<file path="config.mk">
export PLATFORM = sky130hd
export DESIGN_NAME = gregorian_serial_date_codec_core
export DESIGN_NICKNAME = d
export VERILOG_FILES = /design/src/hw/rtl/gsdc_pkg.sv /design/src/hw/rtl/gsdc_enc.sv /design/src/hw/rtl/gsdc_dec.sv /design/src/hw/rtl/gregorian_serial_date_codec_core.sv
export VERILOG_INCLUDE_DIRS = /design/src /design/src/hw/rtl
export SDC_FILE = /design/constraint.sdc
export NUM_CORES = 2
export LEC_CHECK = 0
export ABC_AREA = 1
export BUFFER_PORTS_ARGS = -buffer_cell sky130_fd_sc_hd__buf_2
export CAP_MARGIN = 20
export CORE_AREA = 2 2 343 345
export CTS_CLUSTER_SIZE = 40
export DETAILED_ROUTE_END_ITERATION = 8
export DIE_AREA = 0 0 345 347
export GPL_ROUTABILITY_DRIVEN = 0
export GPL_TIMING_DRIVEN = 0
export PLACE_DENSITY_LB_ADDON = 0.2
export SYNTH_ARGS = -nofsm -noshare
export SYNTH_HDL_FRONTEND = slang
export SYNTH_HIERARCHICAL = 1
export SYNTH_SLANG_ARGS = --single-unit
</file>
<file path="constraint.sdc">
create_clock -name clk -period 10.05 [get_ports clk]
set_input_delay 1.005 -clock clk [delete_from_list [all_inputs] [get_ports clk]]
set_output_delay 1.005 -clock clk [all_outputs]
set_load 0.02 [all_outputs]
</file>
<file path="src/hw/rtl/gregorian_serial_date_codec_core_assert.svh">
// Assertion macros for the Gregorian serial date codec.
// Included by the RTL files that carry concurrent checks; no other dependencies.
`ifndef GREGORIAN_SERIAL_DATE_CODEC_CORE_ASSERT_SVH
`define GREGORIAN_SERIAL_DATE_CODEC_CORE_ASSERT_SVH
`ifndef SYNTH
`define GSDC_ASSERT_IMP(label, clk, rst, ante, cons, msg) \
  label: assert property (@(posedge clk) disable iff (rst) (ante) |-> (cons)) \
    else $error(msg);
`define GSDC_ASSERT_NXT(label, clk, rst, ante, cons, msg) \
  label: assert property (@(posedge clk) disable iff (rst) (ante) |=> (cons)) \
    else $error(msg);
`else
`define GSDC_ASSERT_IMP(label, clk, rst, ante, cons, msg)
`define GSDC_ASSERT_NXT(label, clk, rst, ante, cons, msg)
`endif
`endif

</file>
<file path="src/hw/rtl/gsdc_pkg.sv">
// Shared types, constants and calendar functions of the serial date codec.
// No dependencies; used by gsdc_enc, gsdc_dec and the top level.
package gsdc_pkg;

  typedef enum logic [1:0] {
    CMD_ENCODE = 2'd0,
    CMD_DECODE = 2'd1,
    CMD_OFFSET = 2'd2
  } cmd_t;

  localparam int unsigned ENC_STAGES = 3;
  localparam int unsigned DEC_STAGES = 9;

  // Zero-based day index: 0 is 0001-01-01, day number = index - IDX_BIAS.
  localparam logic [21:0] IDX_BIAS = 22'd693593;
  localparam logic [21:0] IDX_MAX  = 22'd3652058;
  localparam logic [13:0] YEAR_MAX = 14'd9999;

  localparam logic [17:0] D400 = 18'd146097;
  localparam logic [15:0] D100 = 16'd36524;
  localparam logic [10:0] D4   = 11'd1461;
  localparam logic [8:0]  D1   = 9'd365;

  // Rounded-up reciprocals, exact floor over the operand ranges used.
  localparam int unsigned K400 = 40;
  localparam int unsigned K4   = 26;
  localparam int unsigned K25  = 16;
  localparam logic [22:0] M400 = 23'(((64'd1 << K400) + 64'(D400) - 64'd1) / 64'(D400));
  localparam logic [15:0] M4   = 16'(((64'd1 << K4) + 64'(D4) - 64'd1) / 64'(D4));
  localparam logic [11:0] M25  = 12'(((64'd1 << K25) + 64'd24) / 64'd25);

  typedef struct packed {
    logic               enc;
    logic               ok;
    logic [13:0]        year;
    logic [3:0]         month;
    logic [4:0]         day;
    logic signed [22:0] dn;
  } side_t;

  typedef struct packed {
    cmd_t               cmd;
    logic [13:0]        year;
    logic [3:0]         month;
    logic [4:0]         day;
    logic [23:0]        idx_dec;
    logic signed [22:0] off;
  } req_t;

  // Days of the year before the first of month m (zero-based day of year).
  function automatic logic [8:0] month_start(input logic [3:0] m, input logic leap);
    logic [8:0] r;
    case (m)
      4'd1:    r = 9'd0;
      4'd2:    r = 9'd31;
      4'd3:    r = 9'd59;
      4'd4:    r = 9'd90;
      4'd5:    r = 9'd120;
      4'd6:    r = 9'd151;
      4'd7:    r = 9'd181;
      4'd8:    r = 9'd212;
      4'd9:    r = 9'd243;
      4'd10:   r = 9'd273;
      4'd11:   r = 9'd304;
      4'd12:   r = 9'd334;
      default: r = 9'd0;
    endcase
    return r + 9'(leap && (m > 4'd2));
  endfunction

  function automatic logic [4:0] month_days(input logic [3:0] m, input logic leap);
    logic [4:0] r;
    case (m)
      4'd1, 4'd3, 4'd5, 4'd7, 4'd8, 4'd10, 4'd12: r = 5'd31;
      4'd4, 4'd6, 4'd9, 4'd11:                    r = 5'd30;
      4'd2:                                       r = leap ? 5'd29 : 5'd28;
      default:                                    r = 5'd0;
    endcase
    return r;
  endfunction

endpackage

</file>
<file path="src/hw/rtl/gsdc_enc.sv">
// Date to zero-based day index: three pipeline stages with validity check.
// Depends on gsdc_pkg and the assertion header.
`include "gregorian_serial_date_codec_core_assert.svh"

module gsdc_enc (
  input  logic        clk,
  input  logic        rst,
  input  logic        in_vld,
  input  logic [13:0] year,
  input  logic [3:0]  month,
  input  logic [4:0]  day,
  output logic        out_vld,
  output logic        out_ok,
  output logic [21:0] out_idx
);

  logic [13:0] p_in;
  logic [23:0] prod_y;
  logic [23:0] prod_p;

  logic        s1_vld;
  logic [13:0] s1_year;
  logic [3:0]  s1_month;
  logic [4:0]  s1_day;
  logic [7:0]  s1_qy;
  logic [7:0]  s1_qp;
  logic        s1_yok;
  logic        s1_mok;

  logic [13:0] s1_p;
  logic [11:0] s1_ry;
  logic        s1_leap;
  logic [4:0]  s1_dim;
  logic        s1_dok;

  logic        s2_vld;
  logic        s2_ok;
  logic [21:0] s2_base;
  logic [8:0]  s2_doy;

  logic        s3_vld;
  logic        s3_ok;
  logic [21:0] s3_idx;

  // year/100 and (year-1)/100 through a reciprocal of 25 on year>>2
  assign p_in   = year - 14'd1;
  assign prod_y = 24'(year[13:2]) * 24'(gsdc_pkg::M25);
  assign prod_p = 24'(p_in[13:2]) * 24'(gsdc_pkg::M25);

  always_ff @(posedge clk) begin
    if (rst) begin
      s1_vld <= 1'b0;
      s2_vld <= 1'b0;
      s3_vld <= 1'b0;
    end else begin
      s1_vld <= in_vld;
      s2_vld <= s1_vld;
      s3_vld <= s2_vld;
    end
  end

  always_ff @(posedge clk) begin
    s1_year  <= year;
    s1_month <= month;
    s1_day   <= day;
    s1_qy    <= prod_y[23:16];
    s1_qp    <= prod_p[23:16];
    s1_yok   <= (year != 14'd0) && (year <= gsdc_pkg::YEAR_MAX);
    s1_mok   <= (month != 4'd0) && (month <= 4'd12);
  end

  always_comb begin
    s1_p    = s1_year - 14'd1;
    s1_ry   = s1_year[13:2] - 12'(12'(s1_qy) * 12'd25);
    // century years are leap only when year/400 has no remainder
    s1_leap = (s1_year[1:0] == 2'd0) && ((s1_ry != 12'd0) || (s1_qy[1:0] == 2'd0));
    s1_dim  = gsdc_pkg::month_days(s1_month, s1_leap);
    s1_dok  = (s1_day != 5'd0) && (s1_day <= s1_dim);
  end

  always_ff @(posedge clk) begin
    s2_ok   <= s1_yok && s1_mok && s1_dok;
    s2_base <= 22'(s1_p) * 22'd365 + 22'(s1_p[13:2]) - 22'(s1_qp) + 22'(s1_qp[7:2]);
    s2_doy  <= gsdc_pkg::month_start(s1_month, s1_leap) + 9'(s1_day);
  end

  always_ff @(posedge clk) begin
    s3_ok  <= s2_ok;
    s3_idx <= s2_base + 22'(s2_doy) - 22'd1;
  end

  assign out_vld = s3_vld;
  assign out_ok  = s3_ok;
  assign out_idx = s3_idx;

  `GSDC_ASSERT_IMP(a_enc_idx_range, clk, rst, s3_vld && s3_ok, s3_idx <= gsdc_pkg::IDX_MAX, "encoded index beyond year 9999")

endmodule

</file>
<file path="src/hw/rtl/gsdc_dec.sv">
// Zero-based day index to year, month and day: nine pipeline stages.
// Depends on gsdc_pkg and the assertion header; side data rides along unchanged.
`include "gregorian_serial_date_codec_core_assert.svh"

module gsdc_dec (
  input  logic              clk,
  input  logic              rst,
  input  logic              in_vld,
  input  logic [21:0]       in_idx,
  input  gsdc_pkg::side_t   in_side,
  output logic              out_vld,
  output logic [13:0]       year,
  output logic [3:0]        month,
  output logic [4:0]        day,
  output gsdc_pkg::side_t   out_side
);

  logic [gsdc_pkg::DEC_STAGES-1:0] vld_q;
  gsdc_pkg::side_t                 side_q [gsdc_pkg::DEC_STAGES];

  logic [44:0] prod400;
  logic [21:0] t1_idx;
  logic [4:0]  t1_q400;

  logic [4:0]  t2_q400;
  logic [17:0] t2_r400;

  logic [1:0]  q100;
  logic [4:0]  t3_q400;
  logic [1:0]  t3_q100;
  logic [15:0] t3_r100;

  logic [31:0] prod4;
  logic [4:0]  t4_q400;
  logic [1:0]  t4_q100;
  logic [5:0]  t4_q4;
  logic [15:0] t4_r100;

  logic [4:0]  t5_q400;
  logic [1:0]  t5_q100;
  logic [5:0]  t5_q4;
  logic [10:0] t5_r4;

  logic [1:0]  q1;
  logic [4:0]  t6_q400;
  logic [1:0]  t6_q100;
  logic [5:0]  t6_q4;
  logic [1:0]  t6_q1;
  logic [8:0]  t6_r1;

  logic [13:0] t7_year;
  logic        t7_leap;
  logic [8:0]  t7_r1;

  logic [3:0]  mon;
  logic [13:0] t8_year;
  logic        t8_leap;
  logic [8:0]  t8_r1;
  logic [3:0]  t8_month;

  logic [13:0] t9_year;
  logic [3:0]  t9_month;
  logic [4:0]  t9_day;

  always_ff @(posedge clk) begin
    if (rst) begin
      vld_q <= '0;
    end else begin
      vld_q <= {vld_q[gsdc_pkg::DEC_STAGES-2:0], in_vld};
    end
  end

  always_ff @(posedge clk) begin
    side_q[0] <= in_side;
    for (int i = 1; i < gsdc_pkg::DEC_STAGES; i++) begin
      side_q[i] <= side_q[i-1];
    end
  end

  // 400-year cycles
  assign prod400 = 45'(in_idx) * 45'(gsdc_pkg::M400);

  always_ff @(posedge clk) begin
    t1_idx  <= in_idx;
    t1_q400 <= prod400[44:40];
  end

  always_ff @(posedge clk) begin
    t2_q400 <= t1_q400;
    t2_r400 <= 18'(t1_idx - 22'(22'(t1_q400) * 22'(gsdc_pkg::D400)));
  end

  // centuries; last day of a 400-year cycle stays in the fourth century
  always_comb begin
    if (t2_r400 >= 18'(3 * gsdc_pkg::D100)) begin
      q100 = 2'd3;
    end else if (t2_r400 >= 18'(2 * gsdc_pkg::D100)) begin
      q100 = 2'd2;
    end else if (t2_r400 >= 18'(gsdc_pkg::D100)) begin
      q100 = 2'd1;
    end else begin
      q100 = 2'd0;
    end
  end

  always_ff @(posedge clk) begin
    t3_q400 <= t2_q400;
    t3_q100 <= q100;
    t3_r100 <= 16'(t2_r400 - 18'(18'(q100) * 18'(gsdc_pkg::D100)));
  end

  // 4-year cycles
  assign prod4 = 32'(t3_r100) * 32'(gsdc_pkg::M4);

  always_ff @(posedge clk) begin
    t4_q400 <= t3_q400;
    t4_q100 <= t3_q100;
    t4_q4   <= prod4[31:26];
    t4_r100 <= t3_r100;
  end

  always_ff @(posedge clk) begin
    t5_q400 <= t4_q400;
    t5_q100 <= t4_q100;
    t5_q4   <= t4_q4;
    t5_r4   <= 11'(t4_r100 - 16'(16'(t4_q4) * 16'(gsdc_pkg::D4)));
  end

  // years within the 4-year cycle, last day held in the fourth year
  always_comb begin
    if (t5_r4 >= 11'(3 * gsdc_pkg::D1)) begin
      q1 = 2'd3;
    end else if (t5_r4 >= 11'(2 * gsdc_pkg::D1)) begin
      q1 = 2'd2;
    end else if (t5_r4 >= 11'(gsdc_pkg::D1)) begin
      q1 = 2'd1;
    end else begin
      q1 = 2'd0;
    end
  end

  always_ff @(posedge clk) begin
    t6_q400 <= t5_q400;
    t6_q100 <= t5_q100;
    t6_q4   <= t5_q4;
    t6_q1   <= q1;
    t6_r1   <= 9'(t5_r4 - 11'(11'(q1) * 11'(gsdc_pkg::D1)));
  end

  // leap: fourth year of its 4-year cycle, unless a century not on a 400 boundary
  always_ff @(posedge clk) begin
    t7_year <= 14'(t6_q400) * 14'd400 + 14'(t6_q100) * 14'd100 + 14'(t6_q4) * 14'd4
               + 14'(t6_q1) + 14'd1;
    t7_leap <= (t6_q1 == 2'd3) && ((t6_q4 != 6'd24) || (t6_q100 == 2'd3));
    t7_r1   <= t6_r1;
  end

  always_comb begin
    mon = 4'd1;
    for (int k = 2; k <= 12; k++) begin
      if (t7_r1 >= gsdc_pkg::month_start(4'(k), t7_leap)) begin
        mon = 4'(k);
      end
    end
  end

  always_ff @(posedge clk) begin
    t8_year  <= t7_year;
    t8_leap  <= t7_leap;
    t8_r1    <= t7_r1;
    t8_month <= mon;
  end

  always_ff @(posedge clk) begin
    t9_year  <= t8_year;
    t9_month <= t8_month;
    t9_day   <= 5'(t8_r1 - gsdc_pkg::month_start(t8_month, t8_leap) + 9'd1);
  end

  assign out_vld  = vld_q[gsdc_pkg::DEC_STAGES-1];
  assign out_side = side_q[gsdc_pkg::DEC_STAGES-1];
  assign year     = t9_year;
  assign month    = t9_month;
  assign day      = t9_day;

  `GSDC_ASSERT_IMP(a_dec_year_range, clk, rst, out_vld && out_side.ok && !out_side.enc, (t9_year != 14'd0) && (t9_year <= gsdc_pkg::YEAR_MAX), "decoded year out of range")
  `GSDC_ASSERT_IMP(a_dec_date_shape, clk, rst, out_vld && out_side.ok && !out_side.enc, (t9_month != 4'd0) && (t9_month <= 4'd12) && (t9_day != 5'd0) && (t9_day <= 5'd31), "decoded month or day out of range")

endmodule

</file>
<file path="src/hw/rtl/gregorian_serial_date_codec_core.sv">
// Top level of the Gregorian serial date codec: command select, sum, range check.
// Depends on gsdc_pkg, gsdc_enc, gsdc_dec and the assertion header.
//
// Channel  Dir  Handshake            Fields
// request  in   start, busy          cmd, year, month, day, day_number, offset_days
// result   out  done (one cycle)     valid_res, year_out, month_out, day_out, day_number_out
//
// One request per clock while busy is low; each result is strobed on done.
// The pipeline has 3 encode stages, 1 select/add, 9 decode and 1 output register.
// rst is synchronous and clears the valid bits; busy is high only during reset.
// Results are shown for one cycle each and cannot be held off.
`include "gregorian_serial_date_codec_core_assert.svh"

module gregorian_serial_date_codec_core (
  input  logic               clk,
  input  logic               rst,
  input  logic               start,
  output logic               busy,
  input  logic [1:0]         cmd,
  input  logic [13:0]        year,
  input  logic [3:0]         month,
  input  logic [4:0]         day,
  input  logic signed [22:0] day_number,
  input  logic signed [22:0] offset_days,
  output logic               done,
  output logic               valid_res,
  output logic [13:0]        year_out,
  output logic [3:0]         month_out,
  output logic [4:0]         day_out,
  output logic signed [22:0] day_number_out
);

  logic                take;
  gsdc_pkg::req_t      req_in;
  gsdc_pkg::req_t      req_q [gsdc_pkg::ENC_STAGES];
  gsdc_pkg::req_t      req;

  logic                enc_vld;
  logic                enc_ok;
  logic [21:0]         enc_idx;

  logic [23:0]         off_ext;
  logic [23:0]         sum;
  logic                range_ok;
  gsdc_pkg::side_t     side_next;

  logic                sel_vld;
  logic [21:0]         sel_idx;
  gsdc_pkg::side_t     sel_side;

  logic                dec_vld;
  logic [13:0]         dec_year;
  logic [3:0]          dec_month;
  logic [4:0]          dec_day;
  gsdc_pkg::side_t     dec_side;

  assign busy = rst;
  assign take = start && !busy;

  always_comb begin
    req_in.cmd     = gsdc_pkg::cmd_t'(cmd);
    req_in.year    = year;
    req_in.month   = month;
    req_in.day     = day;
    req_in.idx_dec = {day_number[22], day_number} + 24'(gsdc_pkg::IDX_BIAS);
    req_in.off     = offset_days;
  end

  // request fields wait here while the date is encoded
  always_ff @(posedge clk) begin
    req_q[0] <= req_in;
    for (int i = 1; i < gsdc_pkg::ENC_STAGES; i++) begin
      req_q[i] <= req_q[i-1];
    end
  end

  assign req = req_q[gsdc_pkg::ENC_STAGES-1];

  gsdc_enc u_enc (
    .clk     (clk),
    .rst     (rst),
    .in_vld  (take),
    .year    (year),
    .month   (month),
    .day     (day),
    .out_vld (enc_vld),
    .out_ok  (enc_ok),
    .out_idx (enc_idx)
  );

  always_comb begin
    off_ext  = {req.off[22], req.off};
    sum      = (req.cmd == gsdc_pkg::CMD_OFFSET) ? ({2'b00, enc_idx} + off_ext) : req.idx_dec;
    range_ok = !sum[23] && (sum[22:0] <= 23'(gsdc_pkg::IDX_MAX));

    side_next.enc   = 1'b0;
    side_next.ok    = 1'b0;
    side_next.year  = req.year;
    side_next.month = req.month;
    side_next.day   = req.day;
    side_next.dn    = 23'({1'b0, enc_idx} - 23'(gsdc_pkg::IDX_BIAS));
    case (req.cmd)
      gsdc_pkg::CMD_ENCODE: begin
        side_next.enc = 1'b1;
        side_next.ok  = enc_ok;
      end
      gsdc_pkg::CMD_DECODE: begin
        side_next.ok = range_ok;
      end
      gsdc_pkg::CMD_OFFSET: begin
        side_next.ok = enc_ok && range_ok;
      end
      default: begin
        side_next.ok = 1'b0;
      end
    endcase
  end

  always_ff @(posedge clk) begin
    if (rst) begin
      sel_vld <= 1'b0;
    end else begin
      sel_vld <= enc_vld;
    end
  end

  always_ff @(posedge clk) begin
    sel_idx  <= sum[21:0];
    sel_side <= side_next;
  end

  gsdc_dec u_dec (
    .clk      (clk),
    .rst      (rst),
    .in_vld   (sel_vld),
    .in_idx   (sel_idx),
    .in_side  (sel_side),
    .out_vld  (dec_vld),
    .year     (dec_year),
    .month    (dec_month),
    .day      (dec_day),
    .out_side (dec_side)
  );

  always_ff @(posedge clk) begin
    if (rst) begin
      done      <= 1'b0;
      valid_res <= 1'b0;
    end else begin
      done      <= dec_vld;
      valid_res <= dec_vld && dec_side.ok;
    end
  end

  always_ff @(posedge clk) begin
    if (!dec_side.ok) begin
      year_out       <= '0;
      month_out      <= '0;
      day_out        <= '0;
      day_number_out <= '0;
    end else if (dec_side.enc) begin
      year_out       <= dec_side.year;
      month_out      <= dec_side.month;
      day_out        <= dec_side.day;
      day_number_out <= dec_side.dn;
    end else begin
      year_out       <= dec_year;
      month_out      <= dec_month;
      day_out        <= dec_day;
      day_number_out <= '0;
    end
  end

  `GSDC_ASSERT_IMP(a_valid_with_done, clk, rst, valid_res, done, "valid_res without result strobe")
  `GSDC_ASSERT_IMP(a_reject_zeroed, clk, rst, done && !valid_res, (year_out == 14'd0) && (month_out == 4'd0) && (day_out == 5'd0) && (day_number_out == 23'sd0), "rejected request with nonzero fields")

endmodule
</file>
Word-level counts from Yosys, hierarchy flattened
Memory sizes are Yosys's and may differ from the RTL's. A register that Yosys moved wholly into a read port is not among the register bits.
Cells that the tools add are included.
{"block": "totals", "register_bits": 439, "mem_bits_rw": 648, "romBits": 288, "input_bits": 74, "output_inout_bits": 49, "wordCells": 203, "mem_count": 4}
{"name": "u_dec.side_q", "words": 9, "word_bits": 48, "read_ports": 9, "rd_clocked_by_memory_dff": 0, "write_ports": 9, "line": "gsdc_dec.sv:19", "text": "gsdc_pkg::side_t side_q [gsdc_pkg::DEC_STAGES];"}
{"name": "req_q", "words": 3, "word_bits": 72, "read_ports": 3, "rd_clocked_by_memory_dff": 0, "write_ports": 3, "line": "gregorian_serial_date_codec_core.sv:35", "text": "gsdc_pkg::req_t req_q [gsdc_pkg::ENC_STAGES];"}
{"name": "(no name shown)", "words": 16, "word_bits": 9, "read_ports": 1, "rd_clocked_by_memory_dff": 0, "write_ports": 0, "line": "gsdc_pkg.sv:53", "text": "case (m)"}
{"name": "(no name shown)", "words": 16, "word_bits": 9, "read_ports": 1, "rd_clocked_by_memory_dff": 1, "write_ports": 0, "line": "gsdc_pkg.sv:53"}
{"block": "op_classes", "add_sub_neg": 34, "mul": 12, "order_cmp": 23, "eq_ne": 17, "mux": 24, "reduce_logical": 28}
{"cell": "9-bit greater-or-equal comparator", "n": 7}
{"cell": "12-bit by 11-bit multiplier with 23-bit output, second input constant", "n": 2}
{"cell": "22-bit by 22-bit multiplier with 44-bit output, second input constant", "n": 1}
{"cell": "8-bit by 1-bit adder with 9-bit output, first input constant", "n": 4}
{"cell": "18-bit by 17-bit greater-or-equal comparator with 1-bit output, second input constant", "n": 2}
{"cell": "16-bit by 15-bit multiplier with 31-bit output, second input constant", "n": 1}
{"cell": "14-bit by 1-bit subtractor with 14-bit output, second input constant", "n": 2}
{"cell": "9-bit by 1-bit adder with 9-bit output, first input constant", "n": 3}
{"cell": "23-bit by 21-bit adder with 24-bit output, second input constant", "n": 1}
{"cell": "23-bit by 23-bit adder with 24-bit output", "n": 1}
{"cell": "24-bit 2-to-1 mux", "n": 1}
{"cell": "4-bit 2-to-1 mux", "n": 6}
{"cell": "23-bit by 22-bit less-or-equal comparator with 1-bit output, second input constant", "n": 1}
{"cell": "22-bit by 20-bit subtractor with 23-bit output, second input constant", "n": 1}
{"cell": "22-bit by 12-bit adder with 22-bit output", "n": 1}
{"cell": "22-bit by 6-bit adder with 22-bit output", "n": 1}
{"cell": "22-bit by 9-bit adder with 22-bit output", "n": 1}
{"cell": "14-bit by 9-bit multiplier with 22-bit output, second input constant", "n": 1}
{"cell": "22-bit by 1-bit subtractor with 22-bit output, second input constant", "n": 1}
{"cell": "22-bit by 8-bit subtractor with 22-bit output", "n": 1}
{"cell": "4-bit equality test, second input constant", "n": 5}
{"cell": "18-bit by 16-bit greater-or-equal comparator with 1-bit output, second input constant", "n": 1}
{"cell": "9-bit by 8-bit greater-or-equal comparator with 1-bit output", "n": 2}
{"cell": "5-bit by 18-bit multiplier with 18-bit output, second input constant", "n": 1}
{"cell": "other kinds (56)", "n": 90}

Longest topological paths before layout
{"block": "logic_depth", "ltp_word": 11, "mapped_depth": 29}

Hierarchy
The synthesis kept the hierarchy.
{"module": "gsdc_dec", "instances": 1, "cells_per_inst": 3021, "area_per_inst_um2": 32945.3, "seq_area_each_um2": 13072.5}
{"module": "gsdc_enc", "instances": 1, "cells_per_inst": 1808, "area_per_inst_um2": 15477.3, "seq_area_each_um2": 2162.1}
{"module": "gregorian_serial_date_codec_core", "instances": 1, "cells_per_inst": 1067, "area_per_inst_um2": 10390.0, "seq_area_each_um2": 6706.4}

Worst setup path after synthesis
OpenSTA, ideal clock, no wires.
{"block": "synth_path", "path_kind": "input to register", "startpoint": "input year[4]", "endpoint": "register u_enc.s1_qp[5]", "setup_ns": 0.113, "t_arrival_ns": 5.911, "required_time_ns": 9.937, "slack_ns": 4.026, "cell_stages": 25, "n_path_buf": 0, "cell_sequence": "inv_1 -> ha_1 -> nand2_2 -> nor2_4 -> nand2_4 -> nor2_2 -> xor2_1 -> inv_1 -> fa_1 -> ha_1 -> inv_1 -> fa_1 -> inv_1 -> fa_1 -> inv_1 -> fa_1 -> inv_1 -> ha_1 -> nand2_1 -> nor2_1 -> inv_1 -> nor3_1 -> nand4_1 -> nand4_1 -> nand2_1"}
{"block": "synth_via", "elab_chain_len": 2}
{"element": "start: declaration", "line": "gregorian_serial_date_codec_core.sv:20", "text": "input logic [13:0] year,"}
{"element": "14-bit by 1-bit subtractor with 14-bit output", "line": "gsdc_enc.sv:46", "text": "assign p_in = year - 14'd1;"}
{"element": "12-bit by 11-bit multiplier with 23-bit output", "line": "gsdc_enc.sv:48", "text": "assign prod_p = 24'(p_in[13:2]) * 24'(gsdc_pkg::M25);"}
{"element": "named net u_enc.prod_p[21]", "line": "gsdc_enc.sv:19", "text": "logic [23:0] prod_p;"}
{"element": "end signal: assignment", "line": "gsdc_enc.sv:67", "text": "s1_qp <= prod_p[23:16];"}
{"element": "end: declaration", "line": "gsdc_enc.sv:26", "text": "logic [7:0] s1_qp;"}
The timed path passes the listed nets, and every way through them passes these cells.
A chain may end at the register's enable or synchronous reset.

Worst setup path in the final report
{"block": "layout_path", "startpoint": "register sel_idx[3]", "endpoint": "register u_dec.t1_q400[0]"}
{"block": "layout_via", "elab_chain_len": 1}
{"element": "start: declaration", "line": "gregorian_serial_date_codec_core.sv:48", "text": "logic [21:0] sel_idx;"}
{"element": "start signal: assignment", "line": "gregorian_serial_date_codec_core.sv:128", "text": "sel_idx <= sum[21:0];"}
{"element": "22-bit by 22-bit multiplier with 44-bit output", "line": "gsdc_dec.sv:81", "text": "assign prod400 = 45'(in_idx) * 45'(gsdc_pkg::M400);"}
{"element": "named net u_dec.prod400[40]", "line": "gsdc_dec.sv:21", "text": "logic [44:0] prod400;"}
{"element": "end signal: assignment", "line": "gsdc_dec.sv:85", "text": "t1_q400 <= prod400[44:40];"}
{"element": "end: declaration", "line": "gsdc_dec.sv:23", "text": "logic [4:0] t1_q400;"}
The timed path passes the listed nets, and every way through them passes these cells.

==> impl_metrics.prom <==
# TYPE chip_impl_metric gauge
chip_impl_metric{name="synth_edf_count",unit=""} 0
chip_impl_metric{name="cts_post_setup_buffers_inserted",unit=""} 0
chip_impl_metric{name="post_synth_and_or_nand_nor_area_fraction",unit="%"} 10.3
chip_impl_metric{name="synth_fa_ha_area_share",unit="%"} 35.1
chip_impl_metric{name="routed_via_density",unit=""} 4.75
chip_impl_metric{name="chipWidth",unit="um"} 345
chip_impl_metric{name="final_core_util",unit="%"} 56.5
chip_impl_metric{name="number_of_antenna_diodes",unit=""} 0
chip_impl_info{name="status",value="completed"} 1
chip_impl_info{name="cts_tree",value="yes"} 1
chip_impl_metric{name="min_period",unit="ps"} 6480
chip_impl_metric{name="timing.final.max_slew_violations",unit=""} 0
chip_impl_metric{name="num_io_pins",unit=""} 123
chip_impl_metric{name="synth_area_in_compound_gates",unit="%"} 5.23
chip_impl_info{name="timing.hold.worst.start",value="u_dec/t6_r1[2]$_DFF_P_"} 1
chip_impl_metric{name="grt.overflow.total",unit=""} 0
chip_impl_metric{name="flow.area_growth_from_synthesis",unit="%"} 11.2
chip_impl_metric{name="wl_per_cell",unit="um"} 14.5
chip_impl_metric{name="async_reset_ff_share",unit="%"} 0
chip_impl_metric{name="r2r_setup_slack",unit="ps"} 3570
chip_impl_metric{name="cts_num_sinks",unit=""} 1096
chip_impl_metric{name="max_slew.worst_pin.slew",unit="ps"} 1010
chip_impl_metric{name="cts_htree_levels",unit=""} 3
chip_impl_metric{name="insertion_delay",unit="ps"} 710
chip_impl_metric{name="synthCells",unit=""} 5896
chip_impl_metric{name="fin_worst_skew",unit="ps"} 60.3
chip_impl_metric{name="max_clock_freq",unit="GHz"} 0.154
chip_impl_metric{name="setup_viol_count_final",unit=""} 0
chip_impl_info{name="setup.worst_path.end_class",value="register"} 1
chip_impl_info{name="cp_slowest_cell",value="dfxtp_1"} 1
chip_impl_metric{name="sequential_cell_area",unit="um^2"} 21900
chip_impl_metric{name="dp_slack",unit="ps"} 3110
chip_impl_info{name="clock_tree.root_cell",value="clkbuf_16"} 1
chip_impl_info{name="dominant_combinational_cell_family_by_area_after_synthesis",value="adder cells"} 1
chip_impl_metric{name="dpl.hpwl",unit="um"} 91300
chip_impl_info{name="crit_path_start",value="sel_idx[3]$_DFF_P_"} 1
chip_impl_info{name="synth_top_cells_by_area",value="dfxtp_1 (37%), ha_1 (18%), fa_1 (17%), inv_1 (7.8%), nand2_1 (4.3%)"} 1
chip_impl_metric{name="clk_pin_slew_worst_paths",unit="ps"} 60
chip_impl_metric{name="worst_slack",unit="ps"} 3570
chip_impl_metric{name="yosys.area_share.xor_xnor",unit="%"} 3.29
chip_impl_metric{name="rows",unit=""} 125
chip_impl_metric{name="ys_ff_latch",unit=""} 1096
chip_impl_metric{name="die_area",unit="um^2"} 120000
chip_impl_metric{name="global_route_wire_length_before_repair",unit="um"} 186000
chip_impl_info{name="cell_types_with_the_highest_counts_after_synthesis",value="inv_1 (1,229), dfxtp_1 (1,096), ha_1 (843)"} 1
chip_impl_metric{name="worst_path_largest_cell_delay",unit="ps"} 740
chip_impl_metric{name="synthesis.nets",unit=""} 7316
chip_impl_metric{name="antenna_found_initial",unit=""} 7
chip_impl_info{name="worstPathCellList",value="inv_1 -> fa_1 -> inv_1 -> fa_1 -> inv_1 -> fa_1 -> fa_1 -> fa_1 -> inv_1 -> fa_1 -> inv_1 -> fa_1 -> inv_1 -> ha_1 -> a21o_1 -> a21boi_0 -> o21ai_0 -> a31oi_1 -> nand3_1 -> xor2_1"} 1
chip_impl_metric{name="finalCritPeriodShare",unit="%"} 64.5
chip_impl_metric{name="max_cap_viol_count",unit=""} 0
chip_impl_metric{name="length_of_the_first_detailed_routing_pass_in_iterations",unit=""} 7
chip_impl_metric{name="cts_hold_buffers",unit=""} 0
chip_impl_metric{name="nNetsFinal",unit=""} 7546
chip_impl_info{name="hold_class",value="register to register"} 1
chip_impl_metric{name="initial_core_util",unit="%"} 50.8
chip_impl_info{name="synth-main-ff-cell",value="dfxtp_1"} 1
chip_impl_metric{name="worstPathRequired",unit="ps"} 10590
chip_impl_info{name="critical_path.reg2reg.startpoint",value="sel_idx[3]$_DFF_P_"} 1
chip_impl_info{name="path_common_cell",value="fa_1"} 1
chip_impl_metric{name="grtUsageTotal",unit="%"} 19.2
chip_impl_metric{name="bufs_on_longest_clock_path",unit=""} 3
chip_impl_metric{name="total_area_of_multi_input_combinational_cells",unit="um^2"} 31700
chip_impl_metric{name="setup-tns-final",unit="ps"} 0
chip_impl_metric{name="synth.mux.area_fraction",unit="%"} 0
chip_impl_metric{name="dpl_cell_area",unit="um^2"} 61300
chip_impl_metric{name="hold_viol_final",unit=""} 0
chip_impl_metric{name="post-synth-top-area-fraction",unit="%"} 37.3
chip_impl_metric{name="layout-drive-gt1-share",unit="%"} 8.25
chip_impl_metric{name="tritoncts.num_buffers",unit=""} 106
chip_impl_metric{name="average_cell_area_after_synthesis",unit="um^2"} 9.98
chip_impl_metric{name="critPathMaxFanout",unit=""} 7
chip_impl_metric{name="timing.critical_path.arrival",unit="ps"} 7020
chip_impl_metric{name="synthesis.yosys.warnings",unit=""} 6
chip_impl_info{name="grt_setup_unrepaired",value="no"} 1
chip_impl_metric{name="post_cts_resized",unit=""} 0
chip_impl_metric{name="num_vias",unit=""} 36760
chip_impl_metric{name="finish.instance_area",unit="um^2"} 65400
chip_impl_metric{name="final.fill_count",unit=""} 10156
chip_impl_metric{name="relSlewSlack",unit="%"} 32.1
chip_impl_metric{name="final_antenna_net_count",unit=""} 0
chip_impl_metric{name="placeableCoreArea",unit="um^2"} 116000
chip_impl_metric{name="total_wirelength",unit="um"} 112000
chip_impl_info{name="post-synth-top-count-cell",value="inv_1"} 1
chip_impl_metric{name="synth_cell_type_count",unit=""} 72
chip_impl_metric{name="sequential_area_share_after_synthesis",unit="%"} 37.3
chip_impl_info{name="yosysTopAreaCell",value="dfxtp_1"} 1
chip_impl_metric{name="grt_start_max_net_pins",unit=""} 18
chip_impl_metric{name="detailedRoute.firstIterationViolations",unit=""} 1682
chip_impl_info{name="startpoint_type",value="register"} 1
chip_impl_info{name="timing.setup.critical_path_class",value="register to register"} 1
chip_impl_metric{name="synth.cell_area",unit="um^2"} 58800
chip_impl_metric{name="port-buffer-count",unit=""} 122
chip_impl_metric{name="residual_drc",unit=""} 0
chip_impl_metric{name="grt_pass1_vias",unit=""} 37473
chip_impl_metric{name="die_h",unit="um"} 347
-- final cells by class --
cell class	count	share of cell area [%]
Multi-Input combinational cell	3479	48.5
Sequential cell	1096	33.6
Inverter	1256	7.21
Clock buffer	120	4.24
Tap cell	1524	2.92
Clock inverter	79	1.97
Timing Repair Buffer	122	0.934
Buffer	65	0.674
-- final timing paths --
check / depth (start not counted) / end
setup / recovery: 20 / u_dec/t1_q400[0]$_DFF_P_
hold / removal: 0 / u_dec/t7_r1[2]$_DFF_P_
setup reg to reg: 20 / u_dec/t1_q400[0]$_DFF_P_
hold reg to reg: 0 / u_dec/t7_r1[2]$_DFF_P_
-- registers in the layout, indices dropped and copies added (netlist names), 8 cells and up, named ones only --
| name | count |
|---|---|
| u_dec/t1_idx | 18 |
| u_dec/t2_r400 | 18 |
| u_enc/s1_qp | 8 |
| u_dec/side_q | 432 |
| u_dec/t4_r100 | 11 |
| u_enc/s2_base | 22 |
| u_dec/t7_year | 14 |
| u_dec/t7_r1 | 9 |
| u_enc/s2_doy | 9 |
| sel_side | 48 |
| year_out | 14 |
| u_enc/s1_qy | 8 |
| u_enc/out_idx | 22 |
| day_number_out | 23 |
| u_enc/s1_year | 14 |
| u_dec/t3_r100 | 16 |
| u_dec/t8_year | 14 |
| u_dec/t5_r4 | 11 |
| u_dec/t6_r1 | 9 |
| u_dec/vld_q | 9 |
| sel_idx | 22 |
| req_q | 216 |
| u_dec/year | 14 |
-- cells by family (layout without fill, tap and decap cells) --
group / after synthesis / after routing
AOI/OAI and AO/OA: 526 / 526
xor gates and xnor gates: 221 / 221
adders and majority gates: 1346 / 1346
buffers and inverters: 1321 / 1642
DFF: 1096 / 1096
and+or+nand+nor: 1386 / 1386
-- cells in the final DEF (no fill, tap or decap), types with 7 or more instances in the layout --
master,instances
a211oi_1,8
a21boi_0,10
a21o_1,25
a21oi_1,225
a21oi_2,17
a31oi_1,15
buf_2,126
buf_4,49
bufinv_16,26
clkbuf_1,17
clkbuf_16,106
clkbuf_8,7
clkinv_2,19
clkinvlp_4,11
dfxtp_1,1096
fa_1,503
ha_1,843
inv_1,1229
inv_2,23
inv_6,10
nand2_1,681
nand2_2,29
nand3_1,148
nand3_2,10
nand3b_1,11
nand4_1,54
nor2_1,343
nor2_2,16
nor3_1,40
nor3_2,8
o2111ai_1,8
o211ai_1,7
o21ai_0,138
o21ai_1,13
o21ai_2,7
o21bai_1,22
or2_2,11
xnor2_1,59
xor2_1,162
-- metrics by stage --
stage / std cells / hold slack (ps)
CTS: 7741 / 275
detailed placement: 7542 / 312
global placement: 7542 / 310
finish: 7741 / 280
global route: 7741 / 282
floorplan: 5896 / 310
-- metal layers --
metal / routed length, um / track usage (%) / up-vias / share of wire [%]
met5: 25 / 0 / - / 0.022
met4: 2670 / 5.13 / 4 / 2.4
met3: 5630 / 3.69 / 161 / 5.0
met2: 50600 / 31.2 / 643 / 45
met1: 53500 / 26.3 / 17145 / 48
li1: - / - / 18807 / -
-- critical path: cells and delay by family, from the launching register on --
family,cells,cell delay (ps)
buffers and inverters,6,510
and+or+nand+nor,1,110
xor gates and xnor gates,1,150
adders and majority gates,8,4030
DFF,1,740
AOI/OAI and AO/OA,4,780
Power is left out: the tool's default activity adds up to more than one toggle a clock period on the data nets, which glitch-free logic cannot reach.
